===== src/sv/fvn_pkg.sv =====
// Shared types, constants and functions of the fractal value noise block.
// Used by the controller, the datapath, the hash pipeline and the top level.
package fvn_pkg;

  localparam int PRIME_SETS  = 10;
  localparam int SET_W       = 4;
  localparam int MAX_OCTAVES = 8;
  localparam int OCT_W       = 4;
  localparam int COS_ENTRIES = 1024;
  localparam int COS_IDX_W   = $clog2(COS_ENTRIES);
  localparam int VAL_W       = 18;
  localparam int SMO_W       = 19;
  localparam int SUM_W       = 23;
  localparam int PROD_W      = 38;
  localparam int ACC_W       = 24;
  localparam int AMP_W       = 17;
  localparam int OUT_W       = 21;
  localparam int OUT_LIMIT   = 524288;
  localparam logic [AMP_W-1:0] ONE_Q16 = 17'h10000;

  // Opcodes of an input word.
  localparam logic [1:0] OPC_RAW     = 2'd0;
  localparam logic [1:0] OPC_SMOOTH  = 2'd1;
  localparam logic [1:0] OPC_INTERP  = 2'd2;
  localparam logic [1:0] OPC_FRACTAL = 2'd3;

  // Register indexes of the configuration port.
  localparam logic [1:0] REG_TABLE_SELECT = 2'd0;
  localparam logic [1:0] REG_OCTAVE_BASE  = 2'd1;
  localparam logic [1:0] REG_NUM_OCTAVES  = 2'd2;
  localparam logic [1:0] REG_PERSISTENCE  = 2'd3;

  // Prime triples of the lattice hash.
  localparam logic [31:0] PRIME_A [PRIME_SETS] = '{
    32'd995615039, 32'd831731269, 32'd174329291, 32'd362489573, 32'd457025711,
    32'd787070341, 32'd405493717, 32'd458904767, 32'd531736441, 32'd997169939};
  localparam logic [31:0] PRIME_B [PRIME_SETS] = '{
    32'd600173719, 32'd162318869, 32'd946737083, 32'd795918041, 32'd880830799,
    32'd177340217, 32'd291031019, 32'd676625681, 32'd939683957, 32'd842027887};
  localparam logic [31:0] PRIME_C [PRIME_SETS] = '{
    32'd701464987, 32'd136250887, 32'd245679977, 32'd350777237, 32'd909678923,
    32'd593320781, 32'd391950901, 32'd424452397, 32'd810651871, 32'd423882827};

  typedef enum logic [3:0] {
    S_IDLE, S_PREP, S_ROM, S_ISSUE, S_DRAIN, S_BLA, S_BLB, S_BLC, S_BLD, S_BLE,
    S_OCTM, S_OCTA, S_FINV, S_OUT
  } ctrl_state_t;

  typedef enum logic [3:0] {
    DP_NONE, DP_LOAD, DP_PREP, DP_ROM, DP_BLA, DP_BLB, DP_BLC, DP_BLD, DP_BLE,
    DP_OCTM, DP_OCTA, DP_FINV, DP_OUT
  } dp_op_t;

  // Tag that travels with a lattice point through the hash pipeline.
  typedef struct packed {
    logic       first;
    logic       last;
    logic [1:0] corner;
    logic [2:0] shift;
  } hash_tag_t;

  typedef struct packed {
    dp_op_t            op;
    logic              amp_step;
    logic [SET_W-1:0]  set;
    logic [2:0]        scale;
    logic              issue;
    logic signed [2:0] off_x;
    logic signed [2:0] off_y;
    hash_tag_t         tag;
  } dp_cmd_t;

  typedef struct packed {
    logic pipe_busy;
    logic out_pending;
  } dp_stat_t;

  typedef struct packed {
    logic signed [1:0] dx;
    logic signed [1:0] dy;
    logic [2:0]        shift;
  } nb_info_t;

  typedef logic [AMP_W-1:0] cos_rom_t [COS_ENTRIES];

  // Reduce a value below twice the set count to a prime set index.
  function automatic logic [SET_W-1:0] mod_sets(logic [4:0] v);
    logic [4:0] r;
    r = (v >= 5'(PRIME_SETS)) ? v - 5'(PRIME_SETS) : v;
    return r[SET_W-1:0];
  endfunction

  // Offsets and smoothing weight (as a left shift) of one of nine neighbors.
  function automatic nb_info_t nb_info(logic [3:0] nb);
    nb_info_t r;
    unique case (nb)
      4'd0:    r = '{dx: -2'sd1, dy: -2'sd1, shift: 3'd0};
      4'd1:    r = '{dx:  2'sd0, dy: -2'sd1, shift: 3'd1};
      4'd2:    r = '{dx:  2'sd1, dy: -2'sd1, shift: 3'd0};
      4'd3:    r = '{dx: -2'sd1, dy:  2'sd0, shift: 3'd1};
      4'd4:    r = '{dx:  2'sd0, dy:  2'sd0, shift: 3'd2};
      4'd5:    r = '{dx:  2'sd1, dy:  2'sd0, shift: 3'd1};
      4'd6:    r = '{dx: -2'sd1, dy:  2'sd1, shift: 3'd0};
      4'd7:    r = '{dx:  2'sd0, dy:  2'sd1, shift: 3'd1};
      4'd8:    r = '{dx:  2'sd1, dy:  2'sd1, shift: 3'd0};
      default: r = '{dx:  2'sd0, dy:  2'sd0, shift: 3'd0};
    endcase
    return r;
  endfunction

  // Magnitude of a Q16.16 word.
  function automatic logic [31:0] mag32(logic [31:0] raw);
    return raw[31] ? (~raw + 32'd1) : raw;
  endfunction

  // Integer part, truncated toward zero, of a Q16.16 word scaled down by 2^s.
  function automatic logic [31:0] split_int(logic [31:0] raw, logic [2:0] s);
    logic [31:0] ip;
    ip = mag32(raw) >> (5'd16 + 5'(s));
    return raw[31] ? (32'd0 - ip) : ip;
  endfunction

  // Weight table index from the fraction magnitude of a scaled word.
  function automatic logic [COS_IDX_W-1:0] split_idx(logic [31:0] raw, logic [2:0] s);
    logic [31:0] m;
    m = mag32(raw) >> s;
    return m[15:16-COS_IDX_W];
  endfunction

  // One table entry: sin^2 of a quarter-wave angle in Q1.16, from a Q30 series.
  function automatic logic [AMP_W-1:0] cos_weight(int unsigned idx);
    longint unsigned a;
    longint unsigned a2;
    longint unsigned term;
    longint unsigned sq;
    longint          s;
    a    = (64'd1686629713 * longint'(idx)) / COS_ENTRIES;
    a2   = (a * a) >> 30;
    term = a;
    s    = longint'(a);
    for (int k = 1; k <= 6; k++) begin
      term = (term * a2) >> 30;
      unique case (k)
        1:       term = term / 6;
        2:       term = term / 20;
        3:       term = term / 42;
        4:       term = term / 72;
        5:       term = term / 110;
        default: term = term / 156;
      endcase
      if (k % 2 == 1) s = s - longint'(term);
      else            s = s + longint'(term);
    end
    if (s < 0) s = 0;
    if (s > (longint'(1) << 30)) s = longint'(1) << 30;
    sq = (longint'(s) * longint'(s) + (64'd1 << 43)) >> 44;
    return sq[AMP_W-1:0];
  endfunction

  function automatic cos_rom_t build_cos_rom();
    cos_rom_t rom;
    for (int i = 0; i < COS_ENTRIES; i++) rom[i] = cos_weight(i);
    return rom;
  endfunction

endpackage


===== src/sv/fvn_ctrl.sv =====
// Controller state machine: sequences octaves, lattice points and blend steps.
// Depends on fvn_pkg; drives the datapath only through dp_cmd_t and reads dp_stat_t.
module fvn_ctrl import fvn_pkg::*; (
  input  logic             clk,
  input  logic             rst_n,
  input  logic             start,
  input  logic [1:0]       opcode,
  input  logic [3:0]       table_select,
  input  logic [3:0]       octave_table_base,
  input  logic [3:0]       num_octaves,
  input  dp_stat_t         stat,
  output logic             busy,
  output dp_cmd_t          cmd
);

  ctrl_state_t      state_r, state_nxt;
  logic [1:0]       op_r, op_nxt;
  logic [OCT_W-1:0] n_r, n_nxt, oct_r, oct_nxt, n_clamp;
  logic [3:0]       nb_r, nb_nxt;
  logic [1:0]       cor_r, cor_nxt;
  logic [SET_W-1:0] sel_set, base_set, oct_set;
  logic             last9, last_pt, fractal;
  nb_info_t         nbi;

  // Prime set selection and octave count limit.
  always_comb begin
    sel_set  = mod_sets({1'b0, table_select});
    base_set = mod_sets({1'b0, octave_table_base});
    oct_set  = mod_sets(5'(base_set) + 5'(oct_r));
    n_clamp  = (num_octaves > OCT_W'(MAX_OCTAVES)) ? OCT_W'(MAX_OCTAVES) : num_octaves;
    fractal  = (op_r == OPC_FRACTAL);
    nbi      = nb_info(nb_r);
    last9    = (nb_r == 4'd8);
    last_pt  = (op_r == OPC_RAW) || (op_r == OPC_SMOOTH && last9) ||
               (last9 && cor_r == 2'd3);
  end

  always_ff @(posedge clk) begin
    if (!rst_n) begin
      state_r <= S_IDLE;
      op_r    <= OPC_RAW;
      n_r     <= '0;
      oct_r   <= '0;
      nb_r    <= '0;
      cor_r   <= '0;
    end else begin
      state_r <= state_nxt;
      op_r    <= op_nxt;
      n_r     <= n_nxt;
      oct_r   <= oct_nxt;
      nb_r    <= nb_nxt;
      cor_r   <= cor_nxt;
    end
  end

  // Next state and datapath commands.
  always_comb begin
    state_nxt = state_r;
    op_nxt    = op_r;
    n_nxt     = n_r;
    oct_nxt   = oct_r;
    nb_nxt    = nb_r;
    cor_nxt   = cor_r;
    cmd       = '0;
    cmd.op    = DP_NONE;
    unique case (state_r)
      S_IDLE: begin
        if (start) begin
          cmd.op    = DP_LOAD;
          op_nxt    = opcode;
          n_nxt     = n_clamp;
          oct_nxt   = '0;
          state_nxt = (opcode == OPC_FRACTAL && n_clamp == '0) ? S_OUT : S_PREP;
        end
      end
      S_PREP: begin
        cmd.op       = DP_PREP;
        cmd.amp_step = fractal;
        cmd.set      = fractal ? oct_set : sel_set;
        cmd.scale    = fractal ? 3'(n_r - oct_r - OCT_W'(1)) : 3'd0;
        nb_nxt       = '0;
        cor_nxt      = '0;
        state_nxt    = S_ROM;
      end
      S_ROM: begin
        cmd.op    = DP_ROM;
        state_nxt = S_ISSUE;
      end
      S_ISSUE: begin
        cmd.issue = 1'b1;
        if (op_r == OPC_RAW) begin
          cmd.off_x = 3'sd0;
          cmd.off_y = 3'sd0;
          cmd.tag   = '{first: 1'b1, last: 1'b1, corner: 2'd0, shift: 3'd4};
        end else begin
          cmd.off_x = 3'(nbi.dx) + $signed({2'b00, cor_r[0]});
          cmd.off_y = 3'(nbi.dy) + $signed({2'b00, cor_r[1]});
          cmd.tag   = '{first: (nb_r == 4'd0), last: last9, corner: cor_r,
                        shift: nbi.shift};
        end
        nb_nxt = last9 ? 4'd0 : nb_r + 4'd1;
        if (last9) cor_nxt = cor_r + 2'd1;
        if (last_pt) state_nxt = S_DRAIN;
      end
      S_DRAIN: begin
        if (!stat.pipe_busy) state_nxt = (op_r == OPC_RAW || op_r == OPC_SMOOTH) ? S_FINV : S_BLA;
      end
      S_BLA: begin
        cmd.op    = DP_BLA;
        state_nxt = S_BLB;
      end
      S_BLB: begin
        cmd.op    = DP_BLB;
        state_nxt = S_BLC;
      end
      S_BLC: begin
        cmd.op    = DP_BLC;
        state_nxt = S_BLD;
      end
      S_BLD: begin
        cmd.op    = DP_BLD;
        state_nxt = S_BLE;
      end
      S_BLE: begin
        cmd.op    = DP_BLE;
        state_nxt = S_OCTM;
      end
      S_OCTM: begin
        cmd.op    = DP_OCTM;
        state_nxt = S_OCTA;
      end
      S_OCTA: begin
        cmd.op = DP_OCTA;
        if (fractal && (oct_r + OCT_W'(1)) < n_r) begin
          oct_nxt   = oct_r + OCT_W'(1);
          state_nxt = S_PREP;
        end else begin
          state_nxt = S_OUT;
        end
      end
      S_FINV: begin
        cmd.op    = DP_FINV;
        state_nxt = S_OUT;
      end
      S_OUT: begin
        cmd.op    = DP_OUT;
        state_nxt = S_IDLE;
      end
      default: state_nxt = S_IDLE;
    endcase
  end

  assign busy = (state_r != S_IDLE) || stat.out_pending;

endmodule


===== config.mk =====
export PLATFORM = sky130hd
export DESIGN_NAME = fvn_ctrl
export DESIGN_NICKNAME = d
export VERILOG_FILES = /design/src/sv/fvn_pkg.sv /design/src/sv/fvn_ctrl.sv
export SDC_FILE = /design/constraint.sdc
export NUM_CORES = 1
export LEC_CHECK = 0
export BUFFER_PORTS_ARGS = -buffer_cell sky130_fd_sc_hd__buf_2
export CORE_MARGIN = 2
export CORE_UTILIZATION = 60
export DETAILED_ROUTE_END_ITERATION = 8
export GPL_ROUTABILITY_DRIVEN = 0
export PLACE_DENSITY_LB_ADDON = 0.12
export SLEW_MARGIN = 20
export SYNTH_ARGS = -nofsm -noshare
export SYNTH_HDL_FRONTEND = slang
export SYNTH_SLANG_ARGS = --single-unit

===== constraint.sdc =====
create_clock -name clk -period 4.4 [get_ports clk]
set_clock_uncertainty 0.05 [all_clocks]
set_input_delay 0 -clock clk [delete_from_list [all_inputs] [get_ports clk]]
set_output_delay 0 -clock clk [all_outputs]
set_load 0.03 [all_outputs]

==> results.ini <==
[run_status]
status=finished, final reports clean

[synth]
postSynthRegisterBits=26
synth-warning-count=0
ys_top_cells_by_area=dfxtp_1 (22%), ha_1 (13%), inv_1 (4.4%), a21oi_1 (3.8%), nand2_1 (3.5%)
synth_simple_gate_area_share=0.2668
syn_area_sq_um=2382
yosys-mux-area-fraction=0.04044
synth.cells.most_frequent=inv_1 (28), dfxtp_1 (26), ha_1 (25)
synthFlopType=dfxtp_1
fraction_of_the_mapped_netlist_area_in_adder_cells=0.1481
synth-seq-area-share=0.2185
synth-xor-area-share=0.01838
yosysMostFrequentCell=inv_1
synth-edff-count=0
synth_cell_type_count=60
yosys.area.top_type=dfxtp_1
synthDominantCellAreaShare=0.2185
async_flop_share=0
syn_nets=344
syn-instance-count=298
synthesized_area_per_cell_sq_um=7.994
largest_family_of_logic_cells_by_synthesized_area=simple AND/OR/NAND/NOR gates
synth_compound_gate_area_share=0.2274

[die]
row_count=22
chip_height_microns=67.01
floorplan.die_area_sq_um=4490
die_w_microns=67.01
core_area_sq_um=3744
num_io_pins=46
floorplan.initialDensity=0.6364

[job]
cap_viol_max_count=0

[worst_setup_path]
cp_data_arrival_time_ps=3030
critical_path_class=reg2out
worst_setup_sp_type=register
worst-r2r-setup-slack_ps=1370
r2r.worst_path.cells=10
critPathCaptureType=output port
cp_max_fo=7
crit_required_ps=4350

[detailed_routing]
drt-initial-drc-count=117
drc=0
postRouteWirelength_microns=4804
routed_via_density=5.696
detailroute.via_count=2193
drt-wirelength-per-cell_microns=12.48
detail-route-antenna-nets=0
drt-pass1-iter-count=4

[sta]
grt_setup_unrepaired=no
post_route_setup_tns_ps=0
timing.final.hold_violations=0
hold_slack_ps=5.100
max_freq_mhz=324.9
finalCriticalPeriod_ps=3078
timing.final.crit_share=0.6996
final_critical_path_setup_slack_ps=1322
timing.max_slew.rel_slack=0.5468
report.final.slew_viol_count=0
setup_viol=0
worst_pin_slew_ps=678.8

[cells_and_area]
area_overhead_of_the_layout_relative_to_synthesis_pct=12.71
antenna_cells_inserted=0
layout-drive-gt1-share=0.1840
finish.net_count=384

[clock_tree]
clk_latency_ps=270
cts.path.max_buffers=2
cts_root_buffer=clkbuf_8
clock_sinks=26
cts_tree=built
clkSlewWorstSetupHoldPaths_ps=90
tritoncts.num_buffers=3
cts_max_level=1
cts_resized=0

[place]
place.port_buffers=45
dp_hpwl_microns=3643
place_worst_setup_slack_ps=1417

[power]
leakage_uw=0.001216
p_per_area_nw_per_um2=229.3
worst_ir_drop_on_vdd_v=0.0002615

[global_route]
global_router_s_overall_resource_usage=0.2272
grt_start_max_net_pins=23
wire_length_of_the_first_global_routing_pass_microns=8038
initial_antenna_violation_count=0
gr-total-overflow=0
number_of_global_route_vias_before_repair=1900

[min_path]
holdPathStages=3
hp-class=in2reg

## worst paths after layout
kind / startpoint / endpoint
worst max register to register: state_r[1] / nbi[5]
worst min-delay path: start / op_r[1]
worst min register to register: n_r[3] / n_r[3]
worst max-delay path: oct_r[0] / cmd[20]
## registers in the layout, summed over array words and instances, names as in the netlist
register	flops
cor_r	2
n_r	4
oct_r	4
op_r	2
nbi	6
state_r	4
nb_r	4
## cell type report
cell class / count / area [sq um]
Multi-Input combinational cell: 229 / 1670
Fill cell: 307 / 1059
Sequential cell: 26 / 520.5
Timing Repair Buffer: 49 / 265.3
Inverter: 29 / 113.9
Tap cell: 48 / 60.06
Clock buffer: 4 / 55.05
## report_power, final
part	internal, uW	total [uW]	switching, uW
combinational	78.8	191	112
sequential	245	269	24.6
clock	80.0	155	75.3
total	403	616	212
## what timing repair did
item / 4_1_cts / 5_1_grt
hold buffers: 4 / 0
buffers inserted: 0 / 0
endpoints found under the hold margin: 3 / 0
## layout by cell type, fill, tap and decap left out, types with 9 or more instances in the layout
master and count:
buf_2 45, inv_1 28, dfxtp_1 26, nand2_1 22, nor3_1 9, ha_1 25
nor2b_1 13, nand3_1 12, o21ai_0 10, a21boi_0 9, and2_1 12, a21oi_1 18
nor2_1 18
## routing by layer
layer | part of all wire | track usage
met5 | 0 | 0
met4 | 0.0087 | 0.05867
met2 | 0.47 | 0.3849
met1 | 0.48 | 0.3000
met3 | 0.039 | 0.03209
## cells by family after synthesis
kind of cell | count (synthesis)
AND/OR/NAND/NOR | 110
XOR/XNOR | 5
flip-flops | 26
AO/OA/AOI/OAI | 78
multiplexers | 9
adder cells (fa/ha/maj) | 27
buffers and inverters | 43
## metrics by stage
step | cells | utilization | instance area, sq um | total power [uW]
finish | 385 | 0.7172 | 2685 | 615.7
global route | 385 | 0.7172 | 2685 | 652.4
floorplan | 298 | - | 2382 | 421.1
global placement | 377 | 0.6918 | 2590 | 457.5
CTS | 385 | 0.7172 | 2685 | 615.6
detailed placement | 377 | 0.6918 | 2590 | 460.3
## critical path, stage by stage (launching register included)
cell and delay [ps]:
dfxtp_1 480, ha_1 220, inv_1 60, fa_1 390, xnor2_1 270, inv_1 100, ha_1 260, a31oi_1 180
mux2i_1 100, mux2_2 280, o21ai_0 190, buf_2 230
No activity file was read; power rests on OpenSTA's default activity.
